===== src/sv/ace_pkg.sv =====
// shared types, constants and byte-selection functions of the ansi color cell encoder
// no dependencies; used by every other file of the block except ace_if

package ace_pkg;

    // configuration port
    localparam int AddrWidth = 3;
    localparam int DataWidth = 32;
    localparam logic [7:0] ColumnsReset = 8'd80;
    localparam logic [7:0] RowsReset    = 8'd25;

    // queue between front and back
    localparam int QueueDepth = 2;
    localparam int QueuePtrWidth = $clog2(QueueDepth);
    localparam int QueueCountWidth = $clog2(QueueDepth + 1);

    // byte slots of one cell, in emit order
    localparam int SlotCount = 19;
    localparam int SlotIdxWidth = $clog2(SlotCount);
    localparam logic [SlotIdxWidth-1:0] SlotHomeEsc    = 5'd0;
    localparam logic [SlotIdxWidth-1:0] SlotHomeBrk    = 5'd1;
    localparam logic [SlotIdxWidth-1:0] SlotHomeH      = 5'd2;
    localparam logic [SlotIdxWidth-1:0] SlotResetEsc   = 5'd3;
    localparam logic [SlotIdxWidth-1:0] SlotResetBrk   = 5'd4;
    localparam logic [SlotIdxWidth-1:0] SlotResetZero  = 5'd5;
    localparam logic [SlotIdxWidth-1:0] SlotResetM     = 5'd6;
    localparam logic [SlotIdxWidth-1:0] SlotSgrEsc     = 5'd7;
    localparam logic [SlotIdxWidth-1:0] SlotSgrBrk     = 5'd8;
    localparam logic [SlotIdxWidth-1:0] SlotCode1Hund  = 5'd9;
    localparam logic [SlotIdxWidth-1:0] SlotCode1Tens  = 5'd10;
    localparam logic [SlotIdxWidth-1:0] SlotCode1Ones  = 5'd11;
    localparam logic [SlotIdxWidth-1:0] SlotSemi       = 5'd12;
    localparam logic [SlotIdxWidth-1:0] SlotCode2Tens  = 5'd13;
    localparam logic [SlotIdxWidth-1:0] SlotCode2Ones  = 5'd14;
    localparam logic [SlotIdxWidth-1:0] SlotSgrM       = 5'd15;
    localparam logic [SlotIdxWidth-1:0] SlotChar       = 5'd16;
    localparam logic [SlotIdxWidth-1:0] SlotNewline    = 5'd17;
    localparam logic [SlotIdxWidth-1:0] SlotNul        = 5'd18;

    // ascii codes
    localparam logic [7:0] ChEsc     = 8'h1B;
    localparam logic [7:0] ChBracket = 8'h5B;
    localparam logic [7:0] ChH       = 8'h48;
    localparam logic [7:0] ChM       = 8'h6D;
    localparam logic [7:0] ChZero    = 8'h30;
    localparam logic [7:0] ChOne     = 8'h31;
    localparam logic [7:0] ChThree   = 8'h33;
    localparam logic [7:0] ChFour    = 8'h34;
    localparam logic [7:0] ChNine    = 8'h39;
    localparam logic [7:0] ChSemi    = 8'h3B;
    localparam logic [7:0] ChHash    = 8'h23;
    localparam logic [7:0] ChNewline = 8'h0A;
    localparam logic [7:0] ChNul     = 8'h00;

    // one classified cell as it travels from front to back
    typedef struct packed {
        logic [SlotCount-1:0] slots;    // which byte slots this cell emits
        logic                 code1_bg; // first sgr code is the background
        logic [7:0]           char_byte;
        logic [3:0]           fg;
        logic [3:0]           bg;
    } cell_rec_t;

    // push side of the queue
    typedef struct packed {
        logic      valid;
        cell_rec_t rec;
    } push_t;

    // decimal digits of the sgr codes: bg 40-47 / 100-107, fg 30-37 / 90-97
    function automatic logic [7:0] bg_tens(input logic [3:0] bg);
        return bg[3] ? ChZero : ChFour;
    endfunction

    function automatic logic [7:0] fg_tens(input logic [3:0] fg);
        return fg[3] ? ChNine : ChThree;
    endfunction

    function automatic logic [7:0] color_ones(input logic [3:0] c);
        return ChZero + {5'd0, c[2:0]};
    endfunction

    // byte carried by one slot of a cell
    function automatic logic [7:0] slot_byte(input cell_rec_t rec,
                                             input logic [SlotIdxWidth-1:0] idx);
        logic [7:0] b;
        b = ChNul;
        case (idx)
            SlotHomeEsc, SlotResetEsc, SlotSgrEsc: b = ChEsc;
            SlotHomeBrk, SlotResetBrk, SlotSgrBrk: b = ChBracket;
            SlotHomeH:     b = ChH;
            SlotResetZero: b = ChZero;
            SlotResetM, SlotSgrM: b = ChM;
            SlotCode1Hund: b = ChOne;
            SlotCode1Tens: b = rec.code1_bg ? bg_tens(rec.bg) : fg_tens(rec.fg);
            SlotCode1Ones: b = rec.code1_bg ? color_ones(rec.bg) : color_ones(rec.fg);
            SlotSemi:      b = ChSemi;
            SlotCode2Tens: b = fg_tens(rec.fg);
            SlotCode2Ones: b = color_ones(rec.fg);
            SlotChar:      b = rec.char_byte;
            SlotNewline:   b = ChNewline;
            SlotNul:       b = ChNul;
            default:       b = ChNul;
        endcase
        return b;
    endfunction

endpackage


===== src/sv/ace_if.sv =====
// valid/ready channel interfaces of the ansi color cell encoder
// cell channel in, byte channel out; no dependencies

interface ace_cell_if;
    logic       valid;
    logic       ready;
    logic [7:0] cell_char;
    logic [3:0] cell_fg;
    logic [3:0] cell_bg;

    modport source (output valid, output cell_char, output cell_fg, output cell_bg,
                    input ready);
    modport sink (input valid, input cell_char, input cell_fg, input cell_bg,
                  output ready);
endinterface

interface ace_byte_if;
    logic       valid;
    logic       ready;
    logic [7:0] out_byte;
    logic       last_of_run;
    logic       frame_end;

    modport source (output valid, output out_byte, output last_of_run, output frame_end,
                    input ready);
    modport sink (input valid, input out_byte, input last_of_run, input frame_end,
                  output ready);
endinterface


===== src/sv/ace_front.sv =====
// front of the encoder: accepts cells, tracks frame position and colors, classifies
// depends on ace_pkg and ace_cell_if

module ace_front (
    input  logic             clk,
    input  logic             rst_n,
    ace_cell_if.sink         cells,
    input  logic [7:0]       columns,
    input  logic [7:0]       rows,
    input  logic             queue_full,
    output ace_pkg::push_t   push
);

    logic [3:0] last_fg_reg, last_fg_next;
    logic [3:0] last_bg_reg, last_bg_next;
    logic [7:0] column_count_reg, column_count_next;
    logic [7:0] row_count_reg, row_count_next;

    logic       accept;
    logic       frame_start;
    logic       bg_dif;
    logic       fg_dif;
    logic       esc;
    logic       eol;
    logic       eof;
    logic [7:0] col_inc;
    logic [7:0] row_inc;
    logic [3:0] ref_fg;
    logic [3:0] ref_bg;

    assign cells.ready = !queue_full;
    assign accept      = cells.valid && !queue_full;

    // classify the cell against the remembered colors and frame position
    always_comb
    begin
        frame_start = (column_count_reg == 8'd0) && (row_count_reg == 8'd0);
        ref_fg      = frame_start ? 4'd0 : last_fg_reg;
        ref_bg      = frame_start ? 4'd0 : last_bg_reg;
        bg_dif      = cells.cell_bg != ref_bg;
        fg_dif      = cells.cell_fg != ref_fg;
        esc         = bg_dif || fg_dif;
        col_inc     = column_count_reg + 8'd1;
        row_inc     = row_count_reg + 8'd1;
        eol         = (col_inc >= columns) || (col_inc == 8'd0);
        eof         = eol && ((row_inc >= rows) || (row_inc == 8'd0));
    end

    // build the queue entry
    always_comb
    begin
        push.valid = accept;
        push.rec.slots = '0;
        push.rec.slots[ace_pkg::SlotHomeEsc]   = frame_start;
        push.rec.slots[ace_pkg::SlotHomeBrk]   = frame_start;
        push.rec.slots[ace_pkg::SlotHomeH]     = frame_start;
        push.rec.slots[ace_pkg::SlotResetEsc]  = frame_start;
        push.rec.slots[ace_pkg::SlotResetBrk]  = frame_start;
        push.rec.slots[ace_pkg::SlotResetZero] = frame_start;
        push.rec.slots[ace_pkg::SlotResetM]    = frame_start;
        push.rec.slots[ace_pkg::SlotSgrEsc]    = esc;
        push.rec.slots[ace_pkg::SlotSgrBrk]    = esc;
        push.rec.slots[ace_pkg::SlotCode1Hund] = bg_dif && cells.cell_bg[3];
        push.rec.slots[ace_pkg::SlotCode1Tens] = esc;
        push.rec.slots[ace_pkg::SlotCode1Ones] = esc;
        push.rec.slots[ace_pkg::SlotSemi]      = bg_dif && fg_dif;
        push.rec.slots[ace_pkg::SlotCode2Tens] = bg_dif && fg_dif;
        push.rec.slots[ace_pkg::SlotCode2Ones] = bg_dif && fg_dif;
        push.rec.slots[ace_pkg::SlotSgrM]      = esc;
        push.rec.slots[ace_pkg::SlotChar]      = 1'b1;
        push.rec.slots[ace_pkg::SlotNewline]   = eol;
        push.rec.slots[ace_pkg::SlotNul]       = eof;
        push.rec.code1_bg  = bg_dif;
        push.rec.char_byte = (cells.cell_char == 8'd0) ? ace_pkg::ChHash : cells.cell_char;
        push.rec.fg        = cells.cell_fg;
        push.rec.bg        = cells.cell_bg;
    end

    // state update on an accepted cell
    always_comb
    begin
        last_fg_next      = last_fg_reg;
        last_bg_next      = last_bg_reg;
        column_count_next = column_count_reg;
        row_count_next    = row_count_reg;
        if (accept)
        begin
            last_fg_next      = cells.cell_fg;
            last_bg_next      = cells.cell_bg;
            column_count_next = eol ? 8'd0 : col_inc;
            row_count_next    = eof ? 8'd0 : (eol ? row_inc : row_count_reg);
        end
    end

    always_ff @(posedge clk or negedge rst_n)
    begin
        if (!rst_n)
        begin
            last_fg_reg      <= 4'd0;
            last_bg_reg      <= 4'd0;
            column_count_reg <= 8'd0;
            row_count_reg    <= 8'd0;
        end
        else
        begin
            last_fg_reg      <= last_fg_next;
            last_bg_reg      <= last_bg_next;
            column_count_reg <= column_count_next;
            row_count_reg    <= row_count_next;
        end
    end

    // a cell that closes the frame leaves the position at the frame start
    a_eof_resets_position: assert property (@(posedge clk) disable iff (!rst_n)
        accept && eof |=> column_count_reg == 8'd0 && row_count_reg == 8'd0)
        else $error("frame end did not reset position");

endmodule


===== src/sv/ace_queue.sv =====
// short queue of classified cells between front and back
// depends on ace_pkg

module ace_queue (
    input  logic               clk,
    input  logic               rst_n,
    input  ace_pkg::push_t     push,
    input  logic               pop,
    output logic               full,
    output logic               not_empty,
    output ace_pkg::cell_rec_t head
);

    ace_pkg::cell_rec_t entry_reg [ace_pkg::QueueDepth];
    logic [ace_pkg::QueuePtrWidth-1:0]   wr_ptr_reg, wr_ptr_next;
    logic [ace_pkg::QueuePtrWidth-1:0]   rd_ptr_reg, rd_ptr_next;
    logic [ace_pkg::QueueCountWidth-1:0] count_reg, count_next;
    logic do_push;
    logic do_pop;

    assign full      = count_reg == ace_pkg::QueueCountWidth'(ace_pkg::QueueDepth);
    assign not_empty = count_reg != '0;
    assign head      = entry_reg[rd_ptr_reg];
    assign do_push   = push.valid && !full;
    assign do_pop    = pop && not_empty;

    // pointer wrap for any depth
    always_comb
    begin
        wr_ptr_next = wr_ptr_reg;
        rd_ptr_next = rd_ptr_reg;
        count_next  = count_reg;
        if (do_push)
        begin
            wr_ptr_next = (wr_ptr_reg == ace_pkg::QueuePtrWidth'(ace_pkg::QueueDepth - 1))
                        ? '0 : wr_ptr_reg + 1'b1;
        end
        if (do_pop)
        begin
            rd_ptr_next = (rd_ptr_reg == ace_pkg::QueuePtrWidth'(ace_pkg::QueueDepth - 1))
                        ? '0 : rd_ptr_reg + 1'b1;
        end
        if (do_push && !do_pop)
        begin
            count_next = count_reg + 1'b1;
        end
        else if (do_pop && !do_push)
        begin
            count_next = count_reg - 1'b1;
        end
    end

    always_ff @(posedge clk or negedge rst_n)
    begin
        if (!rst_n)
        begin
            wr_ptr_reg <= '0;
            rd_ptr_reg <= '0;
            count_reg  <= '0;
        end
        else
        begin
            wr_ptr_reg <= wr_ptr_next;
            rd_ptr_reg <= rd_ptr_next;
            count_reg  <= count_next;
        end
    end

    // entry storage
    always_ff @(posedge clk)
    begin
        if (do_push)
        begin
            entry_reg[wr_ptr_reg] <= push.rec;
        end
    end

    // the front never pushes into a full queue
    a_no_overflow: assert property (@(posedge clk) disable iff (!rst_n)
        push.valid |-> !full)
        else $error("push into full queue");

endmodule


===== src/sv/ace_back.sv =====
// back of the encoder: walks the byte slots of one cell into the output register
// depends on ace_pkg and ace_byte_if

module ace_back (
    input  logic               clk,
    input  logic               rst_n,
    input  logic               rec_avail,
    input  ace_pkg::cell_rec_t rec_in,
    output logic               pop,
    ace_byte_if.source         res
);

    ace_pkg::cell_rec_t cur_reg, cur_next;
    logic       out_valid_reg, out_valid_next;
    logic [7:0] out_byte_reg, out_byte_next;
    logic       out_last_reg, out_last_next;
    logic       out_end_reg, out_end_next;

    logic                                 busy;
    logic                                 emit;
    logic                                 last;
    logic [ace_pkg::SlotCount-1:0]        low_hot;
    logic [ace_pkg::SlotCount-1:0]        rest;
    logic [ace_pkg::SlotIdxWidth-1:0]     idx;

    assign busy = cur_reg.slots != '0;
    assign emit = busy && (!out_valid_reg || res.ready);

    // lowest pending slot and its index
    always_comb
    begin
        low_hot = cur_reg.slots & (~cur_reg.slots + ace_pkg::SlotCount'(1));
        rest    = cur_reg.slots & ~low_hot;
        last    = rest == '0;
        idx     = '0;
        for (int i = 0; i < ace_pkg::SlotCount; i++)
        begin
            if (low_hot[i])
            begin
                idx = ace_pkg::SlotIdxWidth'(i);
            end
        end
    end

    // take the next cell when idle or on the last byte of the current one
    assign pop = rec_avail && (!busy || (emit && last));

    always_comb
    begin
        cur_next = cur_reg;
        if (emit)
        begin
            cur_next.slots = rest;
        end
        if (pop)
        begin
            cur_next = rec_in;
        end
    end

    // output register
    always_comb
    begin
        out_valid_next = out_valid_reg;
        out_byte_next  = out_byte_reg;
        out_last_next  = out_last_reg;
        out_end_next   = out_end_reg;
        if (emit)
        begin
            out_valid_next = 1'b1;
            out_byte_next  = ace_pkg::slot_byte(cur_reg, idx);
            out_last_next  = last;
            out_end_next   = low_hot[ace_pkg::SlotNul];
        end
        else if (res.ready)
        begin
            out_valid_next = 1'b0;
        end
    end

    always_ff @(posedge clk or negedge rst_n)
    begin
        if (!rst_n)
        begin
            cur_reg       <= '0;
            out_valid_reg <= 1'b0;
        end
        else
        begin
            cur_reg       <= cur_next;
            out_valid_reg <= out_valid_next;
        end
    end

    // payload registers
    always_ff @(posedge clk)
    begin
        out_byte_reg      <= out_byte_next;
        out_last_reg      <= out_last_next;
        out_end_reg       <= out_end_next;
    end

    assign res.valid       = out_valid_reg;
    assign res.out_byte    = out_byte_reg;
    assign res.last_of_run = out_last_reg;
    assign res.frame_end   = out_end_reg;

    // the frame terminator is always the last byte of its cell
    a_end_is_last: assert property (@(posedge clk) disable iff (!rst_n)
        res.valid && res.frame_end |-> res.last_of_run)
        else $error("frame end not on last byte");

    // a new cell is loaded only when the current one is done
    a_pop_when_done: assert property (@(posedge clk) disable iff (!rst_n)
        pop && busy |-> emit && last)
        else $error("cell replaced while bytes pending");

endmodule


===== src/sv/ansi_color_cell_encoder.sv =====
// top level of the ansi color cell encoder: apb registers, front, queue and back
// depends on ace_pkg, ace_if, ace_front, ace_queue and ace_back
//
// Usage: text cells (character, 4-bit foreground, 4-bit background) enter on the
// cells channel in raster order; the ansi terminal stream leaves on the res channel,
// one byte per beat. last_of_run marks the final byte of each cell, frame_end the
// NUL that closes a frame. columns (0x0) and rows (0x4) are to be written over apb
// only while idle; the block does not enforce it. Reads return the current values.
// Path: cells pass the queue, the cell register of the back and the output register.
// Throughput: the back emits one byte per cycle while res is ready; a cell has from
// 1 byte (a plain character) up to 19 (frame header, color escape, newline and
// terminator). The front takes a cell every cycle while the two-entry
// queue has room; long escapes fill the queue and hold cells.ready low briefly.
// Reset: columns 80, rows 25, position at frame start, colors 0,0, queue and output
// empty. A stall on res holds the output register; the queue then fills and the
// cells channel stalls in turn, with no byte lost.

module ansi_color_cell_encoder (
    input  logic                          clk,
    input  logic                          rst_n,
    ace_cell_if.sink                      cells,
    ace_byte_if.source                    res,
    input  logic                          psel,
    input  logic                          penable,
    input  logic                          pwrite,
    input  logic [ace_pkg::AddrWidth-1:0] paddr,
    input  logic [ace_pkg::DataWidth-1:0] pwdata,
    output logic [ace_pkg::DataWidth-1:0] prdata,
    output logic                          pready
);

    logic [7:0] columns_reg, columns_next;
    logic [7:0] rows_reg, rows_next;
    logic       cfg_write;

    ace_pkg::push_t     push;
    ace_pkg::cell_rec_t head;
    logic               queue_full;
    logic               queue_not_empty;
    logic               pop;

    // apb register file
    assign pready    = 1'b1;
    assign cfg_write = psel && penable && pwrite;

    always_comb
    begin
        columns_next = columns_reg;
        rows_next    = rows_reg;
        if (cfg_write)
        begin
            if (paddr[2])
            begin
                rows_next = pwdata[7:0];
            end
            else
            begin
                columns_next = pwdata[7:0];
            end
        end
    end

    always_ff @(posedge clk or negedge rst_n)
    begin
        if (!rst_n)
        begin
            columns_reg <= ace_pkg::ColumnsReset;
            rows_reg    <= ace_pkg::RowsReset;
        end
        else
        begin
            columns_reg <= columns_next;
            rows_reg    <= rows_next;
        end
    end

    assign prdata = {24'd0, (paddr[2] ? rows_reg : columns_reg)};

    // classify cells
    ace_front u_front (
        .clk        (clk),
        .rst_n      (rst_n),
        .cells      (cells),
        .columns    (columns_reg),
        .rows       (rows_reg),
        .queue_full (queue_full),
        .push       (push)
    );

    // decouple front and back
    ace_queue u_queue (
        .clk       (clk),
        .rst_n     (rst_n),
        .push      (push),
        .pop       (pop),
        .full      (queue_full),
        .not_empty (queue_not_empty),
        .head      (head)
    );

    // serialize bytes
    ace_back u_back (
        .clk       (clk),
        .rst_n     (rst_n),
        .rec_avail (queue_not_empty),
        .rec_in    (head),
        .pop       (pop),
        .res       (res)
    );

endmodule


===== src/flat_wrapper.sv =====
// flat-port wrapper written by rule: the top's interface ports become plain ports
module ansi_color_cell_encoder_flat 
  (clk, rst_n, psel, penable, pwrite, paddr, pwdata, prdata, pready, cells_valid, cells_cell_char, cells_cell_fg, cells_cell_bg, cells_ready, res_valid, res_out_byte, res_last_of_run, res_frame_end, res_ready);
  ace_cell_if cells_i ();
  ace_byte_if res_i ();
  input  logic clk;
  input  logic rst_n;
  input  logic psel;
  input  logic penable;
  input  logic pwrite;
  input  logic [ace_pkg::AddrWidth-1:0] paddr;
  input  logic [ace_pkg::DataWidth-1:0] pwdata;
  output logic [ace_pkg::DataWidth-1:0] prdata;
  output logic pready;
  input wire logic [$bits(cells_i.valid)-1:0] cells_valid;
  input wire logic [$bits(cells_i.cell_char)-1:0] cells_cell_char;
  input wire logic [$bits(cells_i.cell_fg)-1:0] cells_cell_fg;
  input wire logic [$bits(cells_i.cell_bg)-1:0] cells_cell_bg;
  output wire logic [$bits(cells_i.ready)-1:0] cells_ready;
  output wire logic [$bits(res_i.valid)-1:0] res_valid;
  output wire logic [$bits(res_i.out_byte)-1:0] res_out_byte;
  output wire logic [$bits(res_i.last_of_run)-1:0] res_last_of_run;
  output wire logic [$bits(res_i.frame_end)-1:0] res_frame_end;
  input wire logic [$bits(res_i.ready)-1:0] res_ready;
  assign cells_i.valid = cells_valid;
  assign cells_i.cell_char = cells_cell_char;
  assign cells_i.cell_fg = cells_cell_fg;
  assign cells_i.cell_bg = cells_cell_bg;
  assign cells_ready = cells_i.ready;
  assign res_valid = res_i.valid;
  assign res_out_byte = res_i.out_byte;
  assign res_last_of_run = res_i.last_of_run;
  assign res_frame_end = res_i.frame_end;
  assign res_i.ready = res_ready;
  ansi_color_cell_encoder u_core (.clk(clk), .rst_n(rst_n), .cells(cells_i), .res(res_i), .psel(psel), .penable(penable), .pwrite(pwrite), .paddr(paddr), .pwdata(pwdata), .prdata(prdata), .pready(pready));
endmodule

===== config.mk =====
export PLATFORM = sky130hd
export DESIGN_NAME = ansi_color_cell_encoder_flat
export DESIGN_NICKNAME = d
export VERILOG_FILES = /design/src/sv/ace_pkg.sv /design/src/sv/ace_if.sv /design/src/sv/ace_front.sv /design/src/sv/ace_queue.sv /design/src/sv/ace_back.sv /design/src/sv/ansi_color_cell_encoder.sv /design/src/flat_wrapper.sv
export SDC_FILE = /design/constraint.sdc
export NUM_CORES = 1
export LEC_CHECK = 0
export BUFFER_PORTS_ARGS = -buffer_cell sky130_fd_sc_hd__buf_2
export CAP_MARGIN = 20
export CORE_MARGIN = 2
export CORE_UTILIZATION = 50
export CTS_CLUSTER_SIZE = 30
export DETAILED_ROUTE_END_ITERATION = 7
export PLACE_DENSITY = 0.83
export SLEW_MARGIN = 30
export SYNTH_ARGS = -nofsm -noshare
export SYNTH_HDL_FRONTEND = slang
export SYNTH_SLANG_ARGS = --single-unit

===== constraint.sdc =====
create_clock -name clk -period 5.55 [get_ports clk]
set_input_delay 0.8325 -clock clk [delete_from_list [all_inputs] [get_ports clk]]
set_output_delay 0.8325 -clock clk [all_outputs]
set_load 0.005 [all_outputs]

==> impl_metrics.json, run 1 <==
{
  "critPathCaptureType": "register",
  "startpoint": "u_core.u_back.cur_reg[17]$_DFFE_PN0P_",
  "rrSetupSlack_ns": 1.83,
  "synth.top_cell.area_share": 0.262,
  "wl_per_cell_um": 16.2,
  "nNetsFinal": 837,
  "cts_tree": "done",
  "syn-instance-count": 719,
  "core_sq_mm": 0.0144,
  "vdd_drop_max_v": 0.000326,
  "stdcell_count": 955,
  "routed_wl_um": 15500,
  "initial_utilization": 0.506,
  "ys_ff_latch": 137,
  "overflow": 0,
  "cts_sinks": 137,
  "slew-limit-headroom": 0.490,
  "dpl.cell_count": 923,
  "vias": 5411,
  "ant_nets": 0,
  "io_buffer_count": 51,
  "largest_reg_flops": 46,
  "drive_gt1_frac": 0.175,
  "reg2reg_from": "u_core.u_back.cur_reg[17]$_DFFE_PN0P_",
  "setup_viol": 0,
  "antenna_found_initial": 0,
  "top_usage_layer": "met2",
  "holdBufCountCts": 0,
  "drt-vias-per-instance": 5.67,
  "io_pins": 103,
  "netlist_area_sq_mm": 0.00726,
  "tns_ns": 0,
  "skew_ns": 0.00914,
  "avgSynthCellArea_sq_um": 10.1,
  "cts_made_buffers": 17,
  "grt_max_degree": 44,
  "async_flop_share": 0.591,
  "num_antenna_cells": 0,
  "critPathKind": "reg2reg",
  "yosysTopAreaCell": "dfrtp_1",
  "synth-edff-count": 56,
  "fp.dieH_um": 125,
  "finalCriticalPeriod_ns": 3.72,
  "die_x_um": 125,
  "first_iter_violations": 468,
  "drc": 0,
  "syn2layout_area_growth_pct": 11.9,
  "h-tree-depth": 4,
  "dp_hpwl_um": 10600,
  "grt_pass1_vias": 5303,
  "cts_resized": 0,
  "grt_pass1_wl_um": 26000,
  "dieArea_sq_mm": 0.0155,
  "root_buffer": "clkbuf_16",
  "min_period_over_period": 0.670,
  "synthTopCellsByArea": "dfrtp_1 26%, edfxtp_1 23%, nand2_1 5.7%",
  "p_leak_nw": 3.54,
  "post_cts_buffers": 0,
  "synth_seq_area_share": 0.511,
  "use_met2": 0.343,
  "outcome": "finished clean",
  "slew_viol_final": 0,
  "clock_path_buffers": 2,
  "p_per_area_mw_per_mm2": 614,
  "finalHoldViolations": 0,
  "grt_util_met1": 0.267,
  "gp_congestion": 0.924,
  "endpoint": "u_core.u_queue.count_reg[1]$_DFFE_PN0P_",
  "synthFlopType": "dfrtp_1",
  "startpoint_type": "register",
  "path_clk_slew_ns": 0.06,
  "cp.arrival_ns": 4.06,
  "use_met3": 0.0498,
  "required_ns": 5.89,
  "reg2reg_depth": 11,
  "cap_violations": 0,
  "yosys_warnings": 0,
  "cp_max_fo": 21,
  "worst_pin_slew_ns": 0.764,
  "drt-pass1-iter-count": 5,
  "max_freq_mhz": 269,
  "clk_latency_ns": 0.42,
  "grt_usage": 0.208,
  "min_path_type": "in2async",
  "fp-row-count": 44,
  "ys_types": 70,
  "r2r_end": "u_core.u_queue.count_reg[1]$_DFFE_PN0P_",
  "rsz0062_at_grt": "false"
}
[Yosys cell counts, drive strengths merged, types with 3 or more instances]
cell and number:
nor2 42, dfrtp 76, o21ai 51, o31ai 8, nor2b 7, nand2 110
inv 40, nand3 21, a2111oi 4, a31oi 7, clkbuf 27, xor2 6
edfxtp 56, dfstp 5, nand2b 7, ha 21, nor3 11, or2 5
xnor2 15, buf 31, or3 5, a211oi 4, o32a 4, o22ai 4
a21oi 55, nand4 8, or4 3, mux2 19, a221oi 3, mux2i 21
and2 6, nor4 8, and3 4
[cell type report]
type / instances / area, sq um
clock buffers: 20 / 458
clock inverters: 12 / 148
fillers: 1193 / 6240
inverters: 41 / 156
multi-input cells: 506 / 3130
flip-flops and latches: 137 / 3710
well taps: 184 / 230
repair buffers: 55 / 288
[layout by cell type, fill, tap and decap left out, drive strengths merged, types with 5 or more instances in the layout]
cell type / instances
xor2: 6
nand2: 110
ha: 21
nand4: 8
nor4: 8
nor3: 11
dfrtp: 76
inv: 41
nor2b: 7
edfxtp: 56
dfstp: 5
mux2: 19
clkinv: 5
conb: 25
nand3: 21
o21ai: 51
xnor2: 15
nand2b: 7
and2: 6
buf: 55
o31ai: 8
clkbuf: 20
mux2i: 21
a21oi: 55
nor2: 42
a31oi: 7
or2: 5
or3: 5
[worst min path at each step]
stage	startpoint	endpoint	slack (ns)	cells after the start
floorplan	u_core.u_queue.wr_ptr_reg$_DFFE_PN0P_	u_core.u_queue.wr_ptr_reg$_DFFE_PN0P_	0.46	1
global placement	u_core.columns_reg[5]$_DFFE_PN0P_	u_core.columns_reg[5]$_DFFE_PN0P_	0.49	1
detailed placement	u_core.columns_reg[1]$_DFFE_PN0P_	u_core.columns_reg[1]$_DFFE_PN0P_	0.50	1
CTS	rst_n	u_core.u_front.last_fg_reg[1]$_DFFE_PN0P_	0.40	1
global route	rst_n	u_core.u_front.last_fg_reg[1]$_DFFE_PN0P_	0.41	1
finish	rst_n	u_core.u_front.last_fg_reg[1]$_DFFE_PN0P_	0.37	1
[per-stage QoR]
stage          cell area [sq um]  hold slack [ns]  utilization  power, mW  setup slack, ns
2_1_floorplan               7350            0.461            -       3.29             2.45
3_3_place_gp                7520            0.487        0.523       3.70             1.93
3_5_place_dp                7520            0.496        0.524       3.80             1.88
4_1_cts                     8130            0.399        0.566       4.98             1.87
5_1_grt                     8130            0.412        0.566       5.34             1.60
6_report                    8130            0.373        0.566       4.99             1.83
[routing by layer]
layer	wire, um	vias to the layer above
met5	0	-
met4	386	0
li1	-	2569
met3	973	33
met1	6530	2604
met2	7610	205
[logic make-up after synthesis]
kind of cell	Yosys count	synth area share
adder cells (fa/ha/maj)	22	0.0375
AND/OR/NAND/NOR	245	0.164
AO/OA/AOI/OAI	153	0.131
XOR/XNOR	21	0.0264
multiplexers	40	0.0584
other	2	0.00103
buffers and inverters	99	0.0703
flip-flops	137	0.511
[power by group]
part	switching, mW	internal (mW)	total (mW)
clock	0.429	0.730	1.16
sequential	0.303	1.46	1.77
combinational	1.27	0.799	2.07
[critical path, cell delays in order, from the launching register on]
cell and delay [ns]:
dfrtp_1 0.48, nor4_2 0.53, nand4_1 0.30, a2111oi_0 0.50, nor3_1 0.18, o31ai_4 0.26, buf_4 0.31, and2_4 0.37
inv_4 0.09, ha_1 0.31, nor2_1 0.15, xor2_1 0.15
Note: power is estimated with default switching activity, not from simulation.
==> run 2, diff against run 1 <==
==> constraint.sdc (replaced) <==
create_clock -name clk -period 3.5 [get_ports clk]
set_input_delay 0.525 -clock clk [delete_from_list [all_inputs] [get_ports clk]]
set_output_delay 0.525 -clock clk [all_outputs]
set_load 0.005 [all_outputs]
==> run 2 against run 1 <==
Non-clock buffer count up 11. Final area is 1.4% higher. Global-route usage fell by 0.082 points. Clock power rose by 66%. Sequential share of layout area is 0.62 points lower. Flip-flop and latch count did not move. Via count is 0.63% higher. Combinational power rose by 66%. Power increased by 63%. Core utilization up 0.77 points. Largest cell class unchanged.
==> impl_metrics.json, run 2 (synthesized netlist as in run 1, its figures left out) <==
{
  "outcome": "finished clean",
  "final_common_cell": "nand2_1",
  "cts_tree": "done",
  "io_buffer_count": 51,
  "first_iter_violations": 493,
  "vias": 5445,
  "cp_max_fo": 9,
  "antenna_found_initial": 0,
  "slew-limit-headroom": 0.501,
  "initial_utilization": 0.506,
  "syn2layout_area_growth_pct": 13.4,
  "wl_per_cell_um": 15.9,
  "dp_hpwl_um": 10400,
  "setup_viol": 0,
  "fill_cells": 1175,
  "die_x_um": 125,
  "core_sq_mm": 0.0144,
  "grt_pass1_wl_um": 26100,
  "ant_nets": 0,
  "drc": 0,
  "max_freq_mhz": 306,
  "dieArea_sq_mm": 0.0155,
  "critPathCaptureType": "register",
  "grt_max_degree": 82,
  "most-common-layout-cells": "110 x nand2_1, 76 x dfrtp_1, 56 x edfxtp_1",
  "path_clk_slew_ns": 0.06,
  "finalCriticalPeriod_ns": 3.26,
  "cts_made_buffers": 17,
  "drt-vias-per-instance": 5.64,
  "gp_congestion": 0.922,
  "overflow": 0,
  "post-route-util": 0.573,
  "min_path_type": "in2async",
  "p_leak_nw": 3.62,
  "tns_ns": 0,
  "root_buffer": "clkbuf_16",
  "clk_latency_ns": 0.43,
  "finalHoldViolations": 0,
  "cap_violations": 0,
  "worst_pin_slew_ns": 0.749,
  "grt_pass1_vias": 5326,
  "fin_hold_ws_ns": 0.154,
  "fp-row-count": 44,
  "h-tree-depth": 4,
  "drt-pass1-iter-count": 6,
  "skew_ns": 0.0140,
  "rsz0062_at_grt": "false",
  "reg2reg_from": "u_core.u_back.cur_reg[18]$_DFFE_PN0P_",
  "post_cts_buffers": 0,
  "startpoint_type": "register",
  "stdcell_count": 966,
  "critPathKind": "reg2reg",
  "min_period_over_period": 0.933,
  "final_cell_area_sq_mm": 0.00824,
  "cts_sinks": 137,
  "vdd_drop_max_v": 0.000424,
  "fp.dieH_um": 125,
  "required_ns": 3.84,
  "startpoint": "u_core.u_back.cur_reg[18]$_DFFE_PN0P_",
  "nNetsFinal": 848,
  "dpl.cell_count": 934,
  "dpl_cell_area_sq_mm": 0.00760,
  "p_per_area_mw_per_mm2": 987,
  "cp.arrival_ns": 3.60,
  "grt_usage": 0.208,
  "io_pins": 103,
  "slew_viol_final": 0,
  "largest_reg_flops": 46,
  "num_antenna_cells": 0,
  "drive_gt1_frac": 0.185,
  "clock_path_buffers": 2,
  "routed_wl_um": 15400
}
## run 2: cell types whose count changed in the layout (fill, tap and decap cells not counted), moves of 2 or more
cell        change
clkinvlp_4      -3
bufinv_16       +2
clkinv_4        +2
clkinv_2        -2
buf_4          +10
nor2_2          +2
## run 2: final cells by class
class | count | area [sq um] | area share
sequential | 137 | 3710 | 0.451
multi-input combinational | 506 | 3130 | 0.380
clock buffer | 20 | 437 | 0.0530
timing repair buffer | 66 | 374 | 0.0454
tap | 184 | 230 | 0.0279
clock inverter | 12 | 196 | 0.0238
inverter | 41 | 156 | 0.0190
## run 2: final timing paths
path	to	slack [ns]	cells past startpoint
max reg2reg	u_core.u_queue.count_reg[1]$_DFFE_PN0P_	0.24	11
min	u_core.u_front.last_fg_reg[3]$_DFFE_PN0P_	0.15	1
max	u_core.u_queue.count_reg[1]$_DFFE_PN0P_	0.24	11
max in group asynchronous	u_core.u_back.cur_reg[25]$_DFFE_PN0P_	2.83	1
min reg2reg	u_core.u_queue.wr_ptr_reg$_DFFE_PN0P_	0.50	1
min in group clk	u_core.u_queue.entry_reg[0][14]$_DFFE_PP_	0.31	1
## run 2: per-layer routing
layer  GRT usage  share of wire
met2       0.334           0.49
met1       0.267           0.44
met5           0              0
met4      0.0866          0.026
met3      0.0546          0.046
## run 2: worst max-delay path, stage by stage, from the launching register on
cell       delay, ns
dfrtp_1         0.47
nor4_2          0.54
nand4_1         0.33
a2111oi_0       0.48
nor3_1          0.17
o31ai_4         0.31
and2_4          0.20
inv_4           0.05
ha_1            0.20
xor2_1          0.15
nor2_1          0.12
xor2_1          0.15
## run 2: repair_timing
item | 4_1_cts | 5_1_grt
gates resized for setup | 0 | 1
setup endpoints to repair | 0 | 2
hold buffers | 0 | 0
## run 2: power by group
part           leakage [nW]  internal, mW  switching, mW
Clock                 0.304          1.26          0.668
Sequential             1.51          2.32          0.451
Combinational          1.81          1.36           2.07
Total                  3.62          4.94           3.19
## run 2: through the flow
stage	power, mW	setup WS, ns
6_report	8.14	0.235
4_1_cts	8.11	0.260
3_3_place_gp	5.99	0.420
5_1_grt	8.70	0.00861
3_5_place_dp	6.12	0.360
2_1_floorplan	5.22	0.398
